**src/mopt_pkg.sv**
```systemverilog
// shared types, constants and helpers of the map/odometry pose transform
// depends on nothing; used by mopt_cordic and map_odom_pose_transform_core
package mopt_pkg;

	localparam int CW = 34;
	localparam int PW = 2 * CW;
	localparam int CORDIC_STEPS = 30;
	localparam logic signed [CW-1:0] CORDIC_K = 34'sd652032874;

	typedef struct packed {
		logic               command;
		logic signed [31:0] odom_x;
		logic signed [31:0] odom_y;
		logic signed [15:0] odom_heading;
		logic signed [31:0] corr_dx;
		logic signed [31:0] corr_dy;
		logic signed [15:0] corr_dheading;
		logic        [15:0] corr_weight;
	} req_t;

	typedef struct packed {
		logic signed [31:0] map_x;
		logic signed [31:0] map_y;
		logic signed [15:0] map_heading;
	} rsp_t;

	typedef struct packed {
		logic                 done;
		logic signed [CW-1:0] cos_v;
		logic signed [CW-1:0] sin_v;
	} cordic_res_t;

	function automatic logic signed [CW-1:0] turn_atan(input logic [4:0] i);
		logic signed [CW-1:0] r;
		case (i)
			5'd0: r = 34'sd536870912;
			5'd1: r = 34'sd316933406;
			5'd2: r = 34'sd167458907;
			5'd3: r = 34'sd85004756;
			5'd4: r = 34'sd42667331;
			5'd5: r = 34'sd21354465;
			5'd6: r = 34'sd10679838;
			5'd7: r = 34'sd5340245;
			5'd8: r = 34'sd2670163;
			5'd9: r = 34'sd1335087;
			5'd10: r = 34'sd667544;
			5'd11: r = 34'sd333772;
			5'd12: r = 34'sd166886;
			5'd13: r = 34'sd83443;
			5'd14: r = 34'sd41722;
			5'd15: r = 34'sd20861;
			5'd16: r = 34'sd10430;
			5'd17: r = 34'sd5215;
			5'd18: r = 34'sd2608;
			5'd19: r = 34'sd1304;
			5'd20: r = 34'sd652;
			5'd21: r = 34'sd326;
			5'd22: r = 34'sd163;
			5'd23: r = 34'sd81;
			5'd24: r = 34'sd41;
			5'd25: r = 34'sd20;
			5'd26: r = 34'sd10;
			5'd27: r = 34'sd5;
			5'd28: r = 34'sd3;
			5'd29: r = 34'sd1;
			default: r = '0;
		endcase
		return r;
	endfunction

	function automatic logic signed [31:0] sat32(input logic signed [35:0] v);
		logic signed [31:0] r;
		if (v > 36'sd2147483647) begin
			r = 32'sh7fffffff;
		end else if (v < -36'sd2147483648) begin
			r = 32'sh80000000;
		end else begin
			r = v[31:0];
		end
		return r;
	endfunction

endpackage

```
**src/mopt_cordic.sv**
```systemverilog
// iterative cordic: cosine and sine of a binary angle, one micro-rotation a cycle
// depends on mopt_pkg
module mopt_cordic #(
	parameter int ANGLE_BITS = 16
) (
	input  logic                    clk,
	input  logic                    arst_n,
	input  logic                    start,
	input  logic [ANGLE_BITS-1:0]   angle,
	output mopt_pkg::cordic_res_t   res
);
	import mopt_pkg::*;

	typedef enum logic [1:0] {C_IDLE, C_RUN, C_FIX} cstate_t;

	cstate_t              state_q;
	logic signed [CW-1:0] x_q, y_q, z_q;
	logic        [4:0]    step_q;
	logic                 flip_q;
	logic                 done_q;
	logic signed [CW-1:0] cos_q, sin_q;

	logic        [31:0]   a32;
	logic signed [31:0]   z_raw;
	logic                 fold;
	logic        [31:0]   z0;
	logic signed [CW-1:0] xs, ys;

	// turn angle in 32 bits, folded into the right half plane
	assign a32   = 32'(angle) << (32 - ANGLE_BITS);
	assign z_raw = $signed(a32);
	assign fold  = (z_raw > 32'sd1073741824) || (z_raw < -32'sd1073741824);
	assign z0    = fold ? {~a32[31], a32[30:0]} : a32;
	assign xs    = x_q >>> step_q;
	assign ys    = y_q >>> step_q;

	always_ff @(posedge clk or negedge arst_n) begin
		if (!arst_n) begin
			state_q <= C_IDLE;
			done_q  <= 1'b0;
		end else begin
			done_q <= 1'b0;
			case (state_q)
				C_IDLE: begin
					if (start) begin
						x_q     <= CORDIC_K;
						y_q     <= '0;
						z_q     <= CW'($signed(z0));
						flip_q  <= fold;
						step_q  <= '0;
						state_q <= C_RUN;
					end
				end
				C_RUN: begin
					if (!z_q[CW-1]) begin
						x_q <= x_q - ys;
						y_q <= y_q + xs;
						z_q <= z_q - turn_atan(step_q);
					end else begin
						x_q <= x_q + ys;
						y_q <= y_q - xs;
						z_q <= z_q + turn_atan(step_q);
					end
					step_q <= step_q + 5'd1;
					if (step_q == 5'(CORDIC_STEPS - 1)) begin
						state_q <= C_FIX;
					end
				end
				C_FIX: begin
					cos_q   <= flip_q ? -x_q : x_q;
					sin_q   <= flip_q ? -y_q : y_q;
					done_q  <= 1'b1;
					state_q <= C_IDLE;
				end
				default: state_q <= C_IDLE;
			endcase
		end
	end

	assign res.done  = done_q;
	assign res.cos_v = cos_q;
	assign res.sin_v = sin_q;

`ifndef ASSERT_OFF
	a_start_runs: assert property (@(posedge clk) disable iff (!arst_n)
		(start && state_q == C_IDLE) |=> (state_q == C_RUN))
		else $error("cordic did not start");
	a_done_after_fix: assert property (@(posedge clk) disable iff (!arst_n)
		done_q |-> $past(state_q == C_FIX))
		else $error("cordic done without final step");
	a_step_zero_idle: assert property (@(posedge clk) disable iff (!arst_n)
		(state_q == C_FIX) |-> (step_q == 5'(CORDIC_STEPS)))
		else $error("cordic step count off");
`endif

endmodule

```
**config.mk**
```make
export PLATFORM = sky130hd
export DESIGN_NAME = mopt_cordic
export DESIGN_NICKNAME = d
export VERILOG_FILES = /design/src/mopt_pkg.sv /design/src/mopt_cordic.sv
export SDC_FILE = /design/constraint.sdc
export NUM_CORES = 1
export LEC_CHECK = 0
export BUFFER_PORTS_ARGS = -buffer_cell sky130_fd_sc_hd__buf_2
export CORE_MARGIN = 2
export CORE_UTILIZATION = 55
export DETAILED_ROUTE_END_ITERATION = 6
export MAX_ROUTING_LAYER = met4
export PLACE_DENSITY = 0.74
export SYNTH_ARGS = -nofsm -noshare
export SYNTH_HDL_FRONTEND = slang
export SYNTH_SLANG_ARGS = --single-unit
```
**constraint.sdc**
```tcl
create_clock -name clk -period 7.1 [get_ports clk]
set_input_delay 2.13 -clock clk [delete_from_list [all_inputs] [get_ports clk]]
set_output_delay 2.13 -clock clk [all_outputs]
set_load 0.02 [all_outputs]
```
==> impl_metrics.ini <==
[cts]
cts_made_buffers = 24
cts_tree = done
cts_htree_levels = 1
cts.path.max_buffers = 3
clkTransAtPathRegs_ns = 0.07
holdBufCountCts = 0
clock_latency_ns = 0.56
cts_num_sinks = 209
cts-root-buf = clkbuf_16

[placement]
gp_congestion = 1.069
place_area_sq_um = 22000
hpwl_microns = 52560
placed_cells = 2830
portBuffers = 87

[floorplanning]
ios = 88
num_rows = 71
die_x_microns = 200.4
die_h_microns = 200.4
coreArea_sq_um = 37840
die-area_sq_um = 40170
start_util_pct = 56.07

[final_layout]
synthToLayoutAreaGrowth_pct = 7.653
layout.nets = 2483
fin_area_sq_um = 22840
layout-drive-gt1-share_pct = 14.84
final_cells = 2878

[sta]
worstMarginPinSlew_ns = 1.107
finalClockSkew_ns = 0.01910
fin_tns_setup_ns = 0
min_period_ns = 6.601
slew-limit-headroom_pct = 26.22
hold_violations = 0
fmax_mhz = 151.5
setup_viol = 0
min_period_over_period_pct = 92.98
final-max-slew-violation-count = 0
fin_hold_ws_ns = 0.5721

[global_routing]
use_met1_pct = 43.90
grt_use_total_pct = 34.91
grt_max_degree = 69
grt.met2_usage_pct = 56.50
grt_overflow = 0
grt_pass1_vias = 18290
busiest_layer = met2
antenna_found_initial = 4
grt_util_met3_pct = 5.016
grt_pass1_wl_microns = 107100

[outcome]
failed_checks = design-rule violations
status = finished with violations

[critical_path]
slowest_stage = edfxtp_1
required_ns = 7.39
cp_top_family = compound AO/OA/AOI/OAI gates
crit_cells = 22
path_buf_inv = 2
critPathLaunchType = register
rr_worst_depth = 22
crit_arrival_ns = 6.90
critPathKind = register to register
worstPathCellList = buf_12, buf_4, mux4_2, mux4_2, a221oi_2, and2_1, nand2_1, nor2_1, a21oi_1, xor2_1, ha_1, a21oi_1, o21ai_0, a41oi_1, o21ai_0, o21ai_0, o21ai_0, a2bb2oi_1, a221oi_1, o21ai_0, xnor2_1, nor2_1
critPathMaxStageDelay_ns = 0.67
crit_path_frequent_cell = o21ai_0
path_max_fanout = 28
crit_path_end_kind = register

[routing]
vias_per_cell = 6.607
drt-initial-drc-count = 1957
drcViolationCount = 5
ant_nets = 0
post_drt_wl_per_cell_microns = 24.06
wirelength_microns = 69250
vias = 19010
dr.pass1.iters = 7

[logic_synthesis]
synth_xor_area_share_pct = 9.575
syn_inst = 2315
synth_ff_type = edfxtp_1
synth.top_cell.area_share_pct = 24.91
yosysMostFrequentCell = nor2_1
yosys_warnings = 0
ys_seq_elements = 209
synth_nets = 2450
synth.area.top_cells = edfxtp_1 (25%), mux4_2 (6.9%), ha_1 (6.7%), xnor2_1 (5.7%), a21oi_1 (4.6%)
synth-simple-area-share_pct = 15.58
synthMuxAreaShare_pct = 13.39
synth_compound_area_share_pct = 20.73
synthAdderAreaFrac_pct = 6.946
synth_edf_count = 176
syn_avg_cell_area_sq_um = 9.166
synth_area_sq_um = 21220
synth_top_family_by_area = compound AO/OA/AOI/OAI gates
synthDistinctLibCells = 99
yosys.area.top_type = edfxtp_1
synth-async-reset-ratio_pct = 1.435
synth.top_cells.by_count = nor2_1 (216), nand2_1 (199), a21oi_1 (196)
ys_seq_area_share_pct = 28.09

[run]
drv_cap = 0

[min_path]
hp-class = register to register
min_path_cells = 1
==> repair_timing <==
item | in CTS | in global routing
buffers inserted | 0 | 3
endpoints found under the setup margin | 0 | 2
gates resized for setup | 0 | 4
==> worst register-to-register path: cells and delay by family (launching register included) <==
family	cells	cell delay, ns
AO/OA/AOI/OAI	11	2.60
multiplexers	2	1.03
AND/OR/NAND/NOR	4	0.85
flip-flops	1	0.67
buffers and inverters	2	0.48
adder cells (fa/ha/maj)	1	0.37
XOR/XNOR	2	0.34
==> area by class of cell <==
class	count	area, sq um
timing repair buffer	175	1159
multi-input combinational	1885	14080
inverter	53	201.4
tap	511	639.4
fill	3346	15000
antenna	1	2.502
clock inverter	17	168.9
sequential	209	5961
clock buffer	27	633.1
==> placed cells by master, fill, tap and decap left out, drive strengths merged, types with 18 or more instances in the layout <==
cell | netlist | layout
and2 | 27 | 27
xor2 | 93 | 93
a31oi | 39 | 39
or3 | 20 | 20
o31ai | 25 | 25
dfxtp | 30 | 30
buf | 62 | 175
nand2b | 30 | 30
nand2 | 201 | 201
xnor2 | 139 | 139
inv | 51 | 52
mux2i | 51 | 51
o21a | 20 | 20
a211oi | 32 | 32
nor2b | 19 | 19
mux2 | 28 | 28
nand3 | 30 | 30
a21oi | 197 | 197
nor2 | 217 | 217
mux4 | 86 | 86
o21ai | 143 | 143
nor3 | 59 | 59
ha | 113 | 113
edfxtp | 176 | 176
nor4 | 18 | 18
a21o | 61 | 61
clkbuf | 105 | 27
==> metrics by stage <==
stage	util, %	setup WS [ns]
6_report	60.37	0.4987
5_1_grt	60.37	-0.01311
4_1_cts	60.26	0.6039
3_5_place_dp	58.14	0.6478
3_3_place_gp	58.14	0.6171
2_1_floorplan	-	0.9732
==> metal layers <==
| metal | up-vias | part of all wire [%] |
|---|---|---|
| met5 | - | 0 |
| met4 | 0 | 4.5 |
| met3 | 179 | 7.7 |
| met2 | 925 | 48 |
| met1 | 9131 | 40 |
| li1 | 8779 | - |
==> cell families (layout without fill, tap and decap cells) <==
logic type | Yosys count | in the layout
AND/OR/NAND/NOR | 689 | 689
AO/OA/AOI/OAI | 683 | 683
XOR/XNOR | 232 | 232
buffers and inverters | 221 | 272
flip-flops | 209 | 209
multiplexers | 165 | 165
adder cells (fa/ha/maj) | 116 | 116
other | 0 | 1
==> path summary, 6_finish.rpt <==
path	startpoint	slack, ns	endpoint
max	step_q[0]$_DFFE_PP_	0.50	x_q[33]$_SDFFCE_PN0P_
min in group asynchronous	arst_n	1.38	state_q[1]$_DFFE_PN0P_
max in group asynchronous	arst_n	5.58	state_q[0]$_DFFE_PN0P_
min reg2reg	state_q[1]$_DFFE_PN0P_	0.57	state_q[0]$_DFFE_PN0P_
min	state_q[1]$_DFFE_PN0P_	0.57	state_q[0]$_DFFE_PN0P_
max reg2reg	step_q[0]$_DFFE_PP_	0.50	x_q[33]$_SDFFCE_PN0P_
Power is not shown: default switching activity piles up to over one toggle a cycle in this logic, so the estimate is an artifact.
